### config.mk
export PLATFORM = sky130hd
export DESIGN_NAME = sonar_distance_request_response_unit_flat
export DESIGN_NICKNAME = d
export VERILOG_FILES = /design/src/rtl/sdr_pkg.sv /design/src/rtl/sdr_if.sv /design/src/rtl/sdr_front.sv /design/src/rtl/sdr_queue.sv /design/src/rtl/sdr_back.sv /design/src/rtl/sonar_distance_request_response_unit.sv /design/src/flat_wrapper.sv
export SDC_FILE = /design/constraint.sdc
export NUM_CORES = 1
export LEC_CHECK = 0
export BUFFER_PORTS_ARGS = -buffer_cell sky130_fd_sc_hd__buf_2
export CORE_MARGIN = 8
export CORE_UTILIZATION = 45
export CTS_BUF_LIST = sky130_fd_sc_hd__clkbuf_4
export DETAILED_ROUTE_END_ITERATION = 8
export HOLD_SLACK_MARGIN = 0.06
export PLACE_DENSITY_LB_ADDON = 0.1
export SLEW_MARGIN = 30
export SYNTH_ARGS = -nofsm -noshare
export SYNTH_HDL_FRONTEND = slang
export SYNTH_SLANG_ARGS = --single-unit
### constraint.sdc
create_clock -name i_clk -period 23.5 [get_ports i_clk]
set_input_delay 1.175 -clock i_clk [delete_from_list [all_inputs] [get_ports i_clk]]
set_output_delay 1.175 -clock i_clk [all_outputs]
set_load 0.01 [all_outputs]
### src/rtl/sdr_pkg.sv
// Shared types, codes and constants of the sonar distance request/response unit.
`timescale 1ns / 1ps

package sdr_pkg;

    // Sensor command that asks for a distance reading.
    localparam logic [7:0] CMD_GET_DISTANCE = 8'h22;
    localparam logic [7:0] ANGLE_LIMIT      = 8'd180;

    // Reset values of the configuration registers.
    localparam logic [7:0] FRONT_SERVO_RESET = 8'd1;
    localparam logic [7:0] REAR_SERVO_RESET  = 8'd40;

    // Configuration port.
    localparam int unsigned CFG_INDEX_W = 2;
    localparam int unsigned CFG_DATA_W  = 8;
    localparam logic [CFG_INDEX_W-1:0] CFG_FRONT_SERVO = 2'd0;
    localparam logic [CFG_INDEX_W-1:0] CFG_REAR_SERVO  = 2'd1;

    // Request opcodes.
    localparam logic OP_REQUEST = 1'b0;
    localparam logic OP_RX_BYTE = 1'b1;

    // Result kinds.
    localparam logic KIND_TX   = 1'b0;
    localparam logic KIND_MEAS = 1'b1;

    // Measurement status codes.
    localparam logic [1:0] ST_OK               = 2'd0;
    localparam logic [1:0] ST_BAD_COMMAND      = 2'd1;
    localparam logic [1:0] ST_BAD_CHECKSUM     = 2'd2;
    localparam logic [1:0] ST_INVALID_DISTANCE = 2'd3;

    localparam logic [15:0] DISTANCE_INVALID = 16'hFFFF;

    // Position of the fourth response byte.
    localparam logic [1:0] POS_LAST = 2'd3;

    // floor(n / 180) = floor((n >> 2) * RECIP_45 >> RECIP_SHIFT) for n below 2^16.
    localparam logic [14:0] RECIP_45    = 15'd23302;
    localparam int unsigned RECIP_SHIFT = 20;

    localparam int unsigned QUEUE_DEPTH = 4;

    typedef struct packed {
        logic        is_meas;
        logic [7:0]  degree;
        logic [15:0] distance;
        logic [1:0]  status;
    } t_job;

    typedef struct packed {
        logic        kind;
        logic [7:0]  tx_byte;
        logic        last;
        logic [15:0] distance;
        logic [1:0]  status;
        logic [31:0] total_responses;
        logic [31:0] bad_command_responses;
        logic [31:0] bad_checksum_responses;
        logic [31:0] invalid_distance_responses;
    } t_result;

    typedef enum logic [1:0] {
        BK_TAKE,
        BK_ANGLE,
        BK_ZERO,
        BK_SUM
    } t_back_state;

endpackage

### src/rtl/sdr_if.sv
// Handshake channel interfaces for requests, results and configuration writes.
`timescale 1ns / 1ps

interface sdr_req_if;
    logic       valid;
    logic       ready;
    logic       op;
    logic [7:0] rotation_degree;
    logic [7:0] rx_byte;

    modport source (output valid, output op, output rotation_degree, output rx_byte,
                    input ready);
    modport sink   (input valid, input op, input rotation_degree, input rx_byte,
                    output ready);
endinterface

interface sdr_rsp_if;
    logic        valid;
    logic        ready;
    logic        kind;
    logic [7:0]  tx_byte;
    logic        last;
    logic [15:0] distance;
    logic [1:0]  status;
    logic [31:0] total_responses;
    logic [31:0] bad_command_responses;
    logic [31:0] bad_checksum_responses;
    logic [31:0] invalid_distance_responses;

    modport source (output valid, output kind, output tx_byte, output last,
                    output distance, output status, output total_responses,
                    output bad_command_responses, output bad_checksum_responses,
                    output invalid_distance_responses, input ready);
    modport sink   (input valid, input kind, input tx_byte, input last,
                    input distance, input status, input total_responses,
                    input bad_command_responses, input bad_checksum_responses,
                    input invalid_distance_responses, output ready);
endinterface

interface sdr_cfg_if import sdr_pkg::*; ();
    logic                   valid;
    logic                   ready;
    logic [CFG_INDEX_W-1:0] index;
    logic [CFG_DATA_W-1:0]  data;

    modport source (output valid, output index, output data, input ready);
    modport sink   (input valid, input index, input data, output ready);
endinterface

### src/rtl/sdr_front.sv
// Front end: accepts requests, collects response bytes and checks completed frames.
`timescale 1ns / 1ps

module sdr_front import sdr_pkg::*; (
    input  logic      i_clk,
    input  logic      i_rst_n,
    sdr_req_if.sink   i_req,
    input  logic      i_queue_full,
    output logic      o_push,
    output t_job      o_push_job
);

    logic [7:0] r_resp [3];
    logic [1:0] r_pos;
    logic [1:0] n_pos;
    logic       w_accept;
    logic [7:0] w_sum;
    logic [15:0] w_distance;
    logic [1:0] w_status;

    assign i_req.ready = !i_queue_full;
    assign w_accept    = i_req.valid && i_req.ready;

    assign w_sum      = r_resp[0] + r_resp[1] + r_resp[2];
    assign w_distance = {r_resp[1], r_resp[2]};

    // Command byte is checked first, then the checksum, then the distance value.
    always_comb begin
        if (r_resp[0] != CMD_GET_DISTANCE) begin
            w_status = ST_BAD_COMMAND;
        end else if (w_sum != i_req.rx_byte) begin
            w_status = ST_BAD_CHECKSUM;
        end else if (w_distance == DISTANCE_INVALID) begin
            w_status = ST_INVALID_DISTANCE;
        end else begin
            w_status = ST_OK;
        end
    end

    always_comb begin
        o_push              = 1'b0;
        n_pos               = r_pos;
        o_push_job.is_meas  = (i_req.op == OP_RX_BYTE);
        o_push_job.degree   = i_req.rotation_degree;
        o_push_job.distance = w_distance;
        o_push_job.status   = w_status;
        if (w_accept) begin
            if (i_req.op == OP_REQUEST) begin
                // A new request abandons any partial response.
                o_push = 1'b1;
                n_pos  = '0;
            end else if (r_pos == POS_LAST) begin
                o_push = 1'b1;
                n_pos  = '0;
            end else begin
                n_pos = r_pos + 2'd1;
            end
        end
    end

    always_ff @(posedge i_clk) begin
        if (!i_rst_n) begin
            r_pos <= '0;
        end else begin
            r_pos <= n_pos;
        end
    end

    always_ff @(posedge i_clk) begin
        if (w_accept && i_req.op == OP_RX_BYTE && r_pos != POS_LAST) begin
            r_resp[r_pos] <= i_req.rx_byte;
        end
    end

endmodule

### src/rtl/sdr_queue.sv
// Short first-in first-out queue of jobs between the front and back ends.
`timescale 1ns / 1ps

module sdr_queue import sdr_pkg::*; #(
    parameter int unsigned DEPTH = QUEUE_DEPTH
) (
    input  logic i_clk,
    input  logic i_rst_n,
    input  logic i_push,
    input  t_job i_push_job,
    output logic o_full,
    input  logic i_pop,
    output logic o_head_valid,
    output t_job o_head_job
);

    localparam int unsigned PTR_W = (DEPTH > 1) ? $clog2(DEPTH) : 1;
    localparam int unsigned CNT_W = $clog2(DEPTH + 1);
    localparam logic [PTR_W-1:0] LAST_PTR = PTR_W'(DEPTH - 1);
    localparam logic [CNT_W-1:0] FULL_CNT = CNT_W'(DEPTH);

    t_job             r_mem [DEPTH];
    logic [PTR_W-1:0] r_wr_ptr;
    logic [PTR_W-1:0] r_rd_ptr;
    logic [CNT_W-1:0] r_count;

    assign o_full       = (r_count == FULL_CNT);
    assign o_head_valid = (r_count != '0);
    assign o_head_job   = r_mem[r_rd_ptr];

    always_ff @(posedge i_clk) begin
        if (i_push) begin
            r_mem[r_wr_ptr] <= i_push_job;
        end
    end

    always_ff @(posedge i_clk) begin
        if (!i_rst_n) begin
            r_wr_ptr <= '0;
            r_rd_ptr <= '0;
            r_count  <= '0;
        end else begin
            if (i_push) begin
                r_wr_ptr <= (r_wr_ptr == LAST_PTR) ? '0 : r_wr_ptr + 1'b1;
            end
            if (i_pop) begin
                r_rd_ptr <= (r_rd_ptr == LAST_PTR) ? '0 : r_rd_ptr + 1'b1;
            end
            case ({i_push, i_pop})
                2'b10:   r_count <= r_count + 1'b1;
                2'b01:   r_count <= r_count - 1'b1;
                default: r_count <= r_count;
            endcase
        end
    end

endmodule

### src/rtl/sdr_back.sv
// Back end: turns queued jobs into command bytes and measurement results.
`timescale 1ns / 1ps

module sdr_back import sdr_pkg::*; (
    input  logic       i_clk,
    input  logic       i_rst_n,
    input  logic       i_head_valid,
    input  t_job       i_head_job,
    output logic       o_pop,
    input  logic [7:0] i_front_servo,
    input  logic [7:0] i_rear_servo,
    sdr_rsp_if.source  o_rsp
);

    t_back_state r_state;
    t_back_state n_state;
    logic        r_out_valid;
    t_result     r_out;
    t_result     n_out;
    logic        w_load;
    logic        w_advance;
    logic [15:0] r_num;
    logic [7:0]  r_angle;
    logic [31:0] r_total;
    logic [31:0] r_bad_cmd;
    logic [31:0] r_bad_sum;
    logic [31:0] r_invalid;
    logic [31:0] n_total;
    logic [31:0] n_bad_cmd;
    logic [31:0] n_bad_sum;
    logic [31:0] n_invalid;

    logic [7:0]  w_clamp;
    logic [7:0]  w_rev;
    logic [15:0] w_prod_front;
    logic [15:0] w_prod_rear;
    logic [16:0] w_num_sum;
    logic [28:0] w_recip_prod;
    logic [7:0]  w_angle;

    // The output register is free when empty or being taken this cycle.
    assign w_advance = !r_out_valid || o_rsp.ready;

    // Interpolation numerator front*a + rear*(180 - a), formed when a request is taken.
    assign w_clamp      = (i_head_job.degree > ANGLE_LIMIT) ? ANGLE_LIMIT : i_head_job.degree;
    assign w_rev        = ANGLE_LIMIT - w_clamp;
    assign w_prod_front = 16'(i_front_servo) * 16'(w_clamp);
    assign w_prod_rear  = 16'(i_rear_servo) * 16'(w_rev);
    assign w_num_sum    = 17'(w_prod_front) + 17'(w_prod_rear);

    // Division by 180 as a shift by two and a reciprocal multiply.
    assign w_recip_prod = 29'(r_num[15:2]) * 29'(RECIP_45);
    assign w_angle      = w_recip_prod[RECIP_SHIFT +: 8];

    always_comb begin
        n_state = r_state;
        case (r_state)
            BK_TAKE: begin
                if (w_advance && i_head_valid && !i_head_job.is_meas) begin
                    n_state = BK_ANGLE;
                end
            end
            BK_ANGLE: begin
                if (w_advance) begin
                    n_state = BK_ZERO;
                end
            end
            BK_ZERO: begin
                if (w_advance) begin
                    n_state = BK_SUM;
                end
            end
            BK_SUM: begin
                if (w_advance) begin
                    n_state = BK_TAKE;
                end
            end
            default: n_state = BK_TAKE;
        endcase
    end

    always_comb begin
        o_pop     = 1'b0;
        w_load    = 1'b0;
        n_total   = r_total + 32'd1;
        n_bad_cmd = r_bad_cmd + ((i_head_job.status == ST_BAD_COMMAND) ? 32'd1 : 32'd0);
        n_bad_sum = r_bad_sum + ((i_head_job.status == ST_BAD_CHECKSUM) ? 32'd1 : 32'd0);
        n_invalid = r_invalid + ((i_head_job.status == ST_INVALID_DISTANCE) ? 32'd1 : 32'd0);
        n_out.kind                       = KIND_TX;
        n_out.tx_byte                    = '0;
        n_out.last                       = 1'b0;
        n_out.distance                   = '0;
        n_out.status                     = ST_OK;
        n_out.total_responses            = r_total;
        n_out.bad_command_responses      = r_bad_cmd;
        n_out.bad_checksum_responses     = r_bad_sum;
        n_out.invalid_distance_responses = r_invalid;
        case (r_state)
            BK_TAKE: begin
                if (w_advance && i_head_valid) begin
                    o_pop  = 1'b1;
                    w_load = 1'b1;
                    if (i_head_job.is_meas) begin
                        n_out.kind                       = KIND_MEAS;
                        n_out.distance                   = i_head_job.distance;
                        n_out.status                     = i_head_job.status;
                        n_out.total_responses            = n_total;
                        n_out.bad_command_responses      = n_bad_cmd;
                        n_out.bad_checksum_responses     = n_bad_sum;
                        n_out.invalid_distance_responses = n_invalid;
                    end else begin
                        n_out.tx_byte = CMD_GET_DISTANCE;
                    end
                end
            end
            BK_ANGLE: begin
                w_load        = w_advance;
                n_out.tx_byte = w_angle;
            end
            BK_ZERO: begin
                w_load = w_advance;
            end
            BK_SUM: begin
                w_load        = w_advance;
                n_out.tx_byte = r_angle + CMD_GET_DISTANCE;
                n_out.last    = 1'b1;
            end
            default: begin
                w_load = 1'b0;
            end
        endcase
    end

    always_ff @(posedge i_clk) begin
        if (!i_rst_n) begin
            r_state     <= BK_TAKE;
            r_out_valid <= 1'b0;
            r_total     <= '0;
            r_bad_cmd   <= '0;
            r_bad_sum   <= '0;
            r_invalid   <= '0;
        end else begin
            r_state <= n_state;
            if (w_load) begin
                r_out_valid <= 1'b1;
            end else if (o_rsp.ready) begin
                r_out_valid <= 1'b0;
            end
            if (o_pop && i_head_job.is_meas) begin
                r_total   <= n_total;
                r_bad_cmd <= n_bad_cmd;
                r_bad_sum <= n_bad_sum;
                r_invalid <= n_invalid;
            end
        end
    end

    always_ff @(posedge i_clk) begin
        if (w_load) begin
            r_out <= n_out;
        end
        if (o_pop && !i_head_job.is_meas) begin
            r_num <= w_num_sum[15:0];
        end
        if (r_state == BK_ANGLE && w_advance) begin
            r_angle <= w_angle;
        end
    end

    assign o_rsp.valid                      = r_out_valid;
    assign o_rsp.kind                       = r_out.kind;
    assign o_rsp.tx_byte                    = r_out.tx_byte;
    assign o_rsp.last                       = r_out.last;
    assign o_rsp.distance                   = r_out.distance;
    assign o_rsp.status                     = r_out.status;
    assign o_rsp.total_responses            = r_out.total_responses;
    assign o_rsp.bad_command_responses      = r_out.bad_command_responses;
    assign o_rsp.bad_checksum_responses     = r_out.bad_checksum_responses;
    assign o_rsp.invalid_distance_responses = r_out.invalid_distance_responses;

endmodule

### src/rtl/sonar_distance_request_response_unit.sv
// Top level of the sonar distance request/response unit.
`timescale 1ns / 1ps

// Host side of a serial ultrasonic distance exchange. Each request is either a
// distance request (op 0) carrying a rotation angle, or one byte received from the
// sensor (op 1). A distance request produces four command results: 0x22, the angle
// mapped onto the front..rear servo range, 0, and the 8-bit sum, the last
// one flagged. Every fourth received byte completes a frame and produces one
// measurement result with distance, status and the four wrapping response counters;
// a distance request restarts byte collection. Requests are accepted one per cycle
// while the job queue (QUEUE_DEPTH entries) has room; the output sequencer drains it,
// emitting four results per distance request and one per completed frame, so that
// sequencer sets the sustained rate. Configuration writes are accepted every cycle
// and should only be issued while the unit is idle.
module sonar_distance_request_response_unit import sdr_pkg::*; #(
    parameter int unsigned QUEUE_DEPTH_P = QUEUE_DEPTH
) (
    input  logic       i_clk,
    input  logic       i_rst_n,
    sdr_req_if.sink    i_req,
    sdr_rsp_if.source  o_rsp,
    sdr_cfg_if.sink    i_cfg
);

    logic [7:0] r_front_servo;
    logic [7:0] r_rear_servo;
    logic       w_cfg_write;
    logic       w_push;
    t_job       w_push_job;
    logic       w_queue_full;
    logic       w_pop;
    logic       w_head_valid;
    t_job       w_head_job;

    assign i_cfg.ready = 1'b1;
    assign w_cfg_write = i_cfg.valid && i_cfg.ready;

    always_ff @(posedge i_clk) begin
        if (!i_rst_n) begin
            r_front_servo <= FRONT_SERVO_RESET;
            r_rear_servo  <= REAR_SERVO_RESET;
        end else if (w_cfg_write) begin
            if (i_cfg.index == CFG_FRONT_SERVO) begin
                r_front_servo <= i_cfg.data;
            end
            if (i_cfg.index == CFG_REAR_SERVO) begin
                r_rear_servo <= i_cfg.data;
            end
        end
    end

    sdr_front u_front (
        .i_clk        (i_clk),
        .i_rst_n      (i_rst_n),
        .i_req        (i_req),
        .i_queue_full (w_queue_full),
        .o_push       (w_push),
        .o_push_job   (w_push_job)
    );

    sdr_queue #(
        .DEPTH (QUEUE_DEPTH_P)
    ) u_queue (
        .i_clk        (i_clk),
        .i_rst_n      (i_rst_n),
        .i_push       (w_push),
        .i_push_job   (w_push_job),
        .o_full       (w_queue_full),
        .i_pop        (w_pop),
        .o_head_valid (w_head_valid),
        .o_head_job   (w_head_job)
    );

    sdr_back u_back (
        .i_clk         (i_clk),
        .i_rst_n       (i_rst_n),
        .i_head_valid  (w_head_valid),
        .i_head_job    (w_head_job),
        .o_pop         (w_pop),
        .i_front_servo (r_front_servo),
        .i_rear_servo  (r_rear_servo),
        .o_rsp         (o_rsp)
    );

`ifndef NO_ASSERTIONS
    // The front end must never write into a full queue.
    a_no_overflow: assert property (@(posedge i_clk) disable iff (!i_rst_n)
        w_push |-> !w_queue_full)
        else $error("job queue written while full");

    // The back end only takes a job that is present.
    a_no_underflow: assert property (@(posedge i_clk) disable iff (!i_rst_n)
        w_pop |-> w_head_valid)
        else $error("job queue read while empty");

    // Measurement results never carry command byte fields.
    a_meas_clean: assert property (@(posedge i_clk) disable iff (!i_rst_n)
        (o_rsp.valid && o_rsp.kind == KIND_MEAS) |-> (!o_rsp.last && o_rsp.tx_byte == 8'd0))
        else $error("measurement result with command byte fields set");
`endif

endmodule
### src/flat_wrapper.sv
// flat-port wrapper written by rule: the top's interface ports become plain ports
module sonar_distance_request_response_unit_flat import sdr_pkg::*;
#(
    parameter int unsigned QUEUE_DEPTH_P = QUEUE_DEPTH
)
  (i_clk, i_rst_n, i_req_valid, i_req_op, i_req_rotation_degree, i_req_rx_byte, i_req_ready, o_rsp_valid, o_rsp_kind, o_rsp_tx_byte, o_rsp_last, o_rsp_distance, o_rsp_status, o_rsp_total_responses, o_rsp_bad_command_responses, o_rsp_bad_checksum_responses, o_rsp_invalid_distance_responses, o_rsp_ready, i_cfg_valid, i_cfg_index, i_cfg_data, i_cfg_ready);
  sdr_req_if i_req_i ();
  sdr_rsp_if o_rsp_i ();
  sdr_cfg_if i_cfg_i ();
  input  logic i_clk;
  input  logic i_rst_n;
  input wire logic [$bits(i_req_i.valid)-1:0] i_req_valid;
  input wire logic [$bits(i_req_i.op)-1:0] i_req_op;
  input wire logic [$bits(i_req_i.rotation_degree)-1:0] i_req_rotation_degree;
  input wire logic [$bits(i_req_i.rx_byte)-1:0] i_req_rx_byte;
  output wire logic [$bits(i_req_i.ready)-1:0] i_req_ready;
  output wire logic [$bits(o_rsp_i.valid)-1:0] o_rsp_valid;
  output wire logic [$bits(o_rsp_i.kind)-1:0] o_rsp_kind;
  output wire logic [$bits(o_rsp_i.tx_byte)-1:0] o_rsp_tx_byte;
  output wire logic [$bits(o_rsp_i.last)-1:0] o_rsp_last;
  output wire logic [$bits(o_rsp_i.distance)-1:0] o_rsp_distance;
  output wire logic [$bits(o_rsp_i.status)-1:0] o_rsp_status;
  output wire logic [$bits(o_rsp_i.total_responses)-1:0] o_rsp_total_responses;
  output wire logic [$bits(o_rsp_i.bad_command_responses)-1:0] o_rsp_bad_command_responses;
  output wire logic [$bits(o_rsp_i.bad_checksum_responses)-1:0] o_rsp_bad_checksum_responses;
  output wire logic [$bits(o_rsp_i.invalid_distance_responses)-1:0] o_rsp_invalid_distance_responses;
  input wire logic [$bits(o_rsp_i.ready)-1:0] o_rsp_ready;
  input wire logic [$bits(i_cfg_i.valid)-1:0] i_cfg_valid;
  input wire logic [$bits(i_cfg_i.index)-1:0] i_cfg_index;
  input wire logic [$bits(i_cfg_i.data)-1:0] i_cfg_data;
  output wire logic [$bits(i_cfg_i.ready)-1:0] i_cfg_ready;
  assign i_req_i.valid = i_req_valid;
  assign i_req_i.op = i_req_op;
  assign i_req_i.rotation_degree = i_req_rotation_degree;
  assign i_req_i.rx_byte = i_req_rx_byte;
  assign i_req_ready = i_req_i.ready;
  assign o_rsp_valid = o_rsp_i.valid;
  assign o_rsp_kind = o_rsp_i.kind;
  assign o_rsp_tx_byte = o_rsp_i.tx_byte;
  assign o_rsp_last = o_rsp_i.last;
  assign o_rsp_distance = o_rsp_i.distance;
  assign o_rsp_status = o_rsp_i.status;
  assign o_rsp_total_responses = o_rsp_i.total_responses;
  assign o_rsp_bad_command_responses = o_rsp_i.bad_command_responses;
  assign o_rsp_bad_checksum_responses = o_rsp_i.bad_checksum_responses;
  assign o_rsp_invalid_distance_responses = o_rsp_i.invalid_distance_responses;
  assign o_rsp_i.ready = o_rsp_ready;
  assign i_cfg_i.valid = i_cfg_valid;
  assign i_cfg_i.index = i_cfg_index;
  assign i_cfg_i.data = i_cfg_data;
  assign i_cfg_ready = i_cfg_i.ready;
  sonar_distance_request_response_unit #(.QUEUE_DEPTH_P(QUEUE_DEPTH_P)) u_core (.i_clk(i_clk), .i_rst_n(i_rst_n), .i_req(i_req_i), .o_rsp(o_rsp_i), .i_cfg(i_cfg_i));
endmodule
==> impl_metrics.tcl, run 1 <==
set metrics [dict create \
    status "finished, final reports clean" \
    rsz0062_at_grt "false" \
    clock.fmax_mhz 112 \
    hold-path-endpoint "u_core.u_queue.r_mem[3][23]" \
    grt_start_max_net_pins 104 \
    min-delay-start "i_req_rotation_degree[5]" \
    routed_via_density 4.91 \
    path_clk_slew_ns 0.07 \
    mostFrequentLayoutCells "edfxtp_1 (310), inv_1 (276), and2_1 (217)" \
    routedWlPerCell_um 16.5 \
    layout.nets 2763 \
    gp_congestion 0.833 \
    cts_made_buffers 130 \
    cp.required_ns 24.13 \
    cts_tree "built" \
    fin_area_um2 29500 \
    synth_ff_type "edfxtp_1" \
    r2r_cells 31 \
    async_reset_ff_frac 0 \
    grt_pass1_vias 17100 \
    drt-initial-drc-count 731 \
    die_h_um 256 \
    ys_types 74 \
    seq_area_frac_synth 0.482 \
    placed_area_um2 27600 \
    yosysWarnings 0 \
    floorplan.initialDensity 0.452 \
    skew_ns 0.0647 \
    postCtsResizedCells 0 \
    synth_area_um2 25900 \
    first_pass_iters 5 \
    pin_count 191 \
    post_cts_buffers 0 \
    antenna_found_initial 1 \
    clock_sinks 468 \
    fill_cells 5162 \
    grt_first_pass_wirelength_mm 87.9 \
    holdPathStages 1 \
    synth_edf_count 310 \
    slowest_delay_ns 0.74 \
    crit_path_top_delay_cell "mux4_1" \
    finalSetupViolCount 0 \
    ctsRootBufferMaster "clkbuf_4" \
    area_growth_pct 14.0 \
    rrSetupSlack_ns 14.61 \
    arrival_ns 9.53 \
    syn_area_per_cell_um2 12.3 \
    worstSetupStartpointType "register" \
    critPathMaxFanout 27 \
    wl_mm 53.8 \
    place.detailed.hpwl_mm 39.4 \
    finalHoldViolations 0 \
    hold_buffers 0 \
    core.rowCount 88 \
    hp-class "in2reg" \
    dieArea_um2 65400 \
    maxCapViolations 0 \
    fin_crit_sh 0.378 \
    maxSlewViolCount 0 \
    die_w_um 256 \
    port_buffers 189 \
    coreArea_um2 57300 \
    min_period_ns 8.89 \
    drc 0 \
    vias 16100 \
    slew-limit-headroom 0.428 \
    cts.htree.levels 4 \
    timing.rr.end "u_core.u_back.r_num[14]" \
    drtAntennaViolNets 0 \
    grt-ovfl-total 0 \
    setup-tns-final_ns 0 \
    cts_max_path_buffers 3 \
    layout_commonest_cell "edfxtp_1" \
    tightest_slew_ns 0.856 \
    drive_gt1_frac 0.195 \
    clk_latency_ns 0.95 \
    track_usage 0.166 \
    crit_path_end_kind "register" \
    synth_nets 2481 \
    synth-seq-cells 468 \
    synthCells 2111 \
    critPathKind "reg2reg" \
]
-- cell usage after synthesis, drive strengths merged (3+ instances only) --
| master | count | area, µm² |
|---|---|---|
| a22o | 7 | 61.3 |
| nand4 | 50 | 349 |
| nand2 | 133 | 502 |
| nand3 | 45 | 225 |
| edfxtp | 310 | 9310 |
| and4 | 15 | 134 |
| nor2 | 50 | 195 |
| ha | 191 | 2390 |
| nor2b | 37 | 231 |
| o211ai | 3 | 22.5 |
| o21bai | 4 | 30.0 |
| nor3b | 4 | 30.0 |
| and2 | 222 | 1390 |
| a21oi | 31 | 166 |
| buf | 20 | 118 |
| a211oi | 8 | 72.6 |
| a21boi | 5 | 48.8 |
| mux4 | 27 | 616 |
| and3 | 42 | 264 |
| clkbuf | 28 | 105 |
| xor2 | 39 | 364 |
| dfxtp | 158 | 3160 |
| a21o | 10 | 75.1 |
| nand2b | 14 | 87.6 |
| nor3 | 19 | 128 |
| or3 | 5 | 31.3 |
| o221ai | 3 | 26.3 |
| mux2i | 19 | 190 |
| o21ai | 15 | 75.1 |
| xnor2 | 132 | 1160 |
| fa | 147 | 2940 |
| a31oi | 4 | 31.3 |
| o21a | 11 | 82.6 |
| inv | 278 | 1040 |
-- stage by stage --
stage          hold slack (ns)  utilization  std cells  setup slack [ns]
2_1_floorplan            0.474            -       2111              9.90
3_3_place_gp             0.498        0.483       3025             14.87
3_5_place_dp             0.512        0.483       3025             14.66
4_1_cts                  0.306        0.514       3265             14.64
5_1_grt                  0.339        0.515       3267             14.11
6_report                 0.464        0.515       3269             14.61
-- area by class of cell --
| cell class | instances | area [µm²] | area share |
|---|---|---|---|
| Multi-Input combinational cell | 1317 | 12200 | 0.412 |
| Inverter | 278 | 1040 | 0.0354 |
| Clock inverter | 25 | 209 | 0.00709 |
| Clock buffer | 215 | 1610 | 0.0547 |
| Sequential cell | 468 | 12500 | 0.423 |
| Timing Repair Buffer | 198 | 1030 | 0.0350 |
| Antenna cell | 3 | 7.51 | 0.000255 |
| Tap cell | 765 | 957 | 0.0325 |
-- per-layer routing --
layer / part of all wire / global-route usage / routed length (µm)
met2: 0.49 / 0.276 / 26400
met4: 0.022 / 0.0649 / 1170
met3: 0.045 / 0.0405 / 2440
met5: 0 / 0 / 0
met1: 0.44 / 0.207 / 23800
-- registers in the layout, indices dropped and copies added (netlist names), 2 cells and up, named ones only --
| name | count |
|---|---|
| u_core.u_queue.r_mem | 108 |
| u_core.u_back.o_rsp.tx_byte | 8 |
| u_core.u_back.o_rsp.status | 2 |
| u_core.u_back.r_bad_cmd | 32 |
| u_core.u_back.r_bad_sum | 32 |
| u_core.u_back.r_total | 32 |
| u_core.r_rear_servo | 8 |
| u_core.u_back.o_rsp.invalid_distance_responses | 32 |
| u_core.u_back.r_invalid | 32 |
| u_core.u_queue.r_count | 3 |
| u_core.u_back.o_rsp.bad_checksum_responses | 32 |
| u_core.u_queue.r_rd_ptr | 2 |
| u_core.u_front.r_pos | 2 |
| u_core.r_front_servo | 8 |
| u_core.u_front.r_resp | 24 |
| u_core.u_back.o_rsp.bad_command_responses | 32 |
| u_core.u_queue.r_wr_ptr | 2 |
| u_core.u_back.o_rsp.distance | 16 |
| u_core.u_back.o_rsp.total_responses | 32 |
| u_core.u_back.r_num | 14 |
| u_core.u_back.r_angle | 8 |
| u_core.u_back.r_state | 2 |
-- worst max-delay path, delay by kind of cell, from the launching register on --
kind            cells  cell delay (ns)
fa+ha+maj           8             3.78
simple gates        8             1.84
xor+xnor            1             0.09
compound gates      6             0.99
mux                 1             0.74
flops               1             0.31
buf+inv             7             0.86
-- worst max path at each step --
stage,cells after the start,slack (ns),start,to
after floorplan,2,9.90,o_rsp_ready,u_core.u_back.o_rsp.bad_checksum_responses[0]
after global placement,31,14.87,register,u_core.u_back.r_num[14]
after detailed placement,31,14.66,register,u_core.u_back.r_num[14]
after CTS,31,14.64,register,u_core.u_back.r_num[14]
after global routing,31,14.11,register,u_core.u_back.r_num[14]
final,31,14.61,register,u_core.u_back.r_num[14]
-- kinds of logic after synthesis --
family,synth area share
xor gates and xnor gates,0.0588
AOI/OAI and AO/OA,0.0325
buffers and inverters,0.0489
DFF,0.482
and+or+nand+nor,0.140
other,0.000145
adders and majority gates,0.206
muxes,0.0311
Power of run 1 is not shown: default switching activity piles up to over one toggle a cycle in this logic, so the estimate is an artifact.
==> run 2: changes to the inputs <==
--- a/config.mk
+++ b/config.mk
@@ -5,6 +5,7 @@
 export SDC_FILE = /design/constraint.sdc
 export NUM_CORES = 1
 export LEC_CHECK = 0
+export ABC_AREA = 1
 export BUFFER_PORTS_ARGS = -buffer_cell sky130_fd_sc_hd__buf_2
 export CORE_MARGIN = 8
 export CORE_UTILIZATION = 45
==> constraint.sdc (replaced) <==
create_clock -name i_clk -period 8.7 [get_ports i_clk]
set_input_delay 0.435 -clock i_clk [delete_from_list [all_inputs] [get_ports i_clk]]
set_output_delay 0.435 -clock i_clk [all_outputs]
set_load 0.01 [all_outputs]
==> impl_metrics.tcl, run 2 <==
set metrics [dict create \
    yosysWarnings 0 \
    slew-limit-headroom 0.388 \
    pin_count 191 \
    place.detailed.hpwl_mm 55.0 \
    cts.htree.levels 4 \
    post_cts_buffers 0 \
    maxSlewViolCount 0 \
    async_reset_ff_frac 0 \
    critPathKind "reg2reg" \
    finalSetupViolCount 0 \
    grt_pass1_vias 21700 \
    synth_area_um2 28300 \
    floorplan.initialDensity 0.451 \
    synth_nets 3468 \
    crit_top_cell "nand2_1" \
    fin_ws_ns 0.810 \
    first_pass_iters 8 \
    holdPathStages 2 \
    drc 0 \
    fin_cells 4356 \
    crit_path_end_kind "register" \
    layout.nets 3781 \
    drive_gt1_frac 0.129 \
    cts_made_buffers 131 \
    critPathMaxFanout 54 \
    grt-ovfl-total 0 \
    area_growth_pct 14.1 \
    maxCapViolations 0 \
    place_ws_ns 0.777 \
    synthCells 3098 \
    syn_area_per_cell_um2 9.12 \
    path_clk_slew_ns 0.07 \
    synth_most_common_cell "nand2_1" \
    routed_via_density 4.99 \
    ctsRootBufferMaster "clkbuf_4" \
    clock.fmax_mhz 127 \
    die_w_um 267 \
    arrival_ns 8.52 \
    yosysTopAreaCellShare 0.329 \
    cts_max_path_buffers 3 \
    fin_crit_sh 0.907 \
    slowest_delay_ns 0.54 \
    grt_first_pass_wirelength_mm 116 \
    clk_latency_ns 0.90 \
    vias 21800 \
    top_register "u_core.u_queue.r_mem" \
    dp.cells 4081 \
    largest_register_ff_count 108 \
    tightest_slew_ns 0.917 \
    cts_tree "built" \
    rsz0062_at_grt "false" \
    clock_sinks 468 \
    crit_path_top_delay_cell "fa_1" \
    synth_edf_count 310 \
    worstSetupStartpointType "register" \
    wl_mm 72.8 \
    core.rowCount 92 \
    grt_start_max_net_pins 81 \
    dieArea_um2 71100 \
    synth_common_cells "nand2_1 (677), inv_1 (484), edfxtp_1 (310)" \
    coreArea_um2 62600 \
    skew_ns 0.0554 \
    track_usage 0.205 \
    status "finished, final reports clean" \
    synth_ff_type "edfxtp_1" \
    cp.required_ns 9.34 \
    ys_types 51 \
    drtAntennaViolNets 0 \
    seq_area_frac_synth 0.441 \
    routedWlPerCell_um 16.7 \
    min_period_ns 7.89 \
    die_h_um 267 \
    synth-seq-cells 468 \
    placed_area_um2 30100 \
    r2r_cells 33 \
    port_buffers 189 \
    drt-initial-drc-count 1380 \
    layout_commonest_cell "nand2_1" \
    hp-class "in2reg" \
    mostFrequentLayoutCells "nand2_1 (677), inv_1 (482), edfxtp_1 (310)" \
    finalHoldViolations 0 \
    setup-tns-final_ns 0 \
    fin_area_um2 32200 \
    antenna_found_initial 2 \
    synth.largest_area_cell "edfxtp_1" \
    gp_congestion 0.904 \
    synth.area.top_cells "edfxtp_1 (33%), dfxtp_1 (11%), fa_1 (10%), nand2_1 (9.0%), ha_1 (8.5%)" \
]
[run 2: cell types whose count changed after synthesis, sizes merged, moves of 19 or more]
cell	delta
nor2	+244
nor3	+61
a21oi	+172
mux2i	-19
inv	+213
mux4	-27
nand2	+551
o21ai	+69
nand3	+58
and2	-208
nor2b	-37
xor2	+59
xnor2	-97
and3	-40
[run 2: through the flow]
step            util  hold WS, ns
2_1_floorplan      -        0.422
3_3_place_gp   0.480        0.435
3_5_place_dp   0.480        0.449
4_1_cts        0.514        0.152
5_1_grt        0.515        0.203
6_report       0.515        0.298
[run 2: logic make-up (layout without fill, tap and decap cells)]
| kind of cell | Yosys count | after routing | synth area share |
|---|---|---|---|
| other | 1 | 2 | 0.000133 |
| buffers and inverters | 557 | 968 | 0.0767 |
| flip-flops | 468 | 468 | 0.441 |
| adder cells (fa/ha/maj) | 338 | 338 | 0.189 |
| XOR/XNOR | 133 | 133 | 0.0412 |
| AND/OR/NAND/NOR | 1279 | 1279 | 0.192 |
| AO/OA/AOI/OAI | 322 | 322 | 0.0603 |
[run 2: routing by layer]
metal / part of all wire / vias up / wire length (µm) / track usage
met5: 0 / - / 0 / 0
li1: - / 10800 / - / -
met1: 0.47 / 10300 / 33900 / 0.281
met4: 0.024 / 0 / 1760 / 0.0690
met2: 0.45 / 582 / 33000 / 0.323
met3: 0.057 / 119 / 4160 / 0.0401
[run 2: cell type report]
| cell class | instances | area, µm² |
|---|---|---|
| clock inverters | 42 | 298 |
| inverters | 491 | 1860 |
| clock buffers | 189 | 1420 |
| well taps | 846 | 1060 |
| fillers | 5975 | 30400 |
| flip-flops and latches | 468 | 12500 |
| repair buffers | 246 | 1490 |
| multi-input cells | 2073 | 13600 |
| diodes | 1 | 2.50 |
[run 2: final timing paths]
path                                           startpoint                     endpoint  slack (ns)
worst max-delay path                             register      u_core.u_back.r_num[15]        0.81
worst min-delay path                     i_req_rx_byte[7]  u_core.u_front.r_resp[2][7]        0.30
worst max register to register                   register      u_core.u_back.r_num[15]        0.81
worst min register to register  u_core.u_queue.r_count[0]    u_core.u_queue.r_count[0]        0.46
[run 2: critical path: cells and delay by family (launching register included)]
family	cells	cell delay, ns
fa+ha+maj	8	3.73
simple gates	14	1.79
buf+inv	6	0.87
compound gates	4	0.68
flops	1	0.39
xor+xnor	1	0.17
[run 2: timing repair]
action                     CTS  global route
hold endpoints to repair    87             0
setup endpoints to repair    0             0
resized for setup            0             0
hold buffers                43             0
Power of run 2 is left out for the same reason.
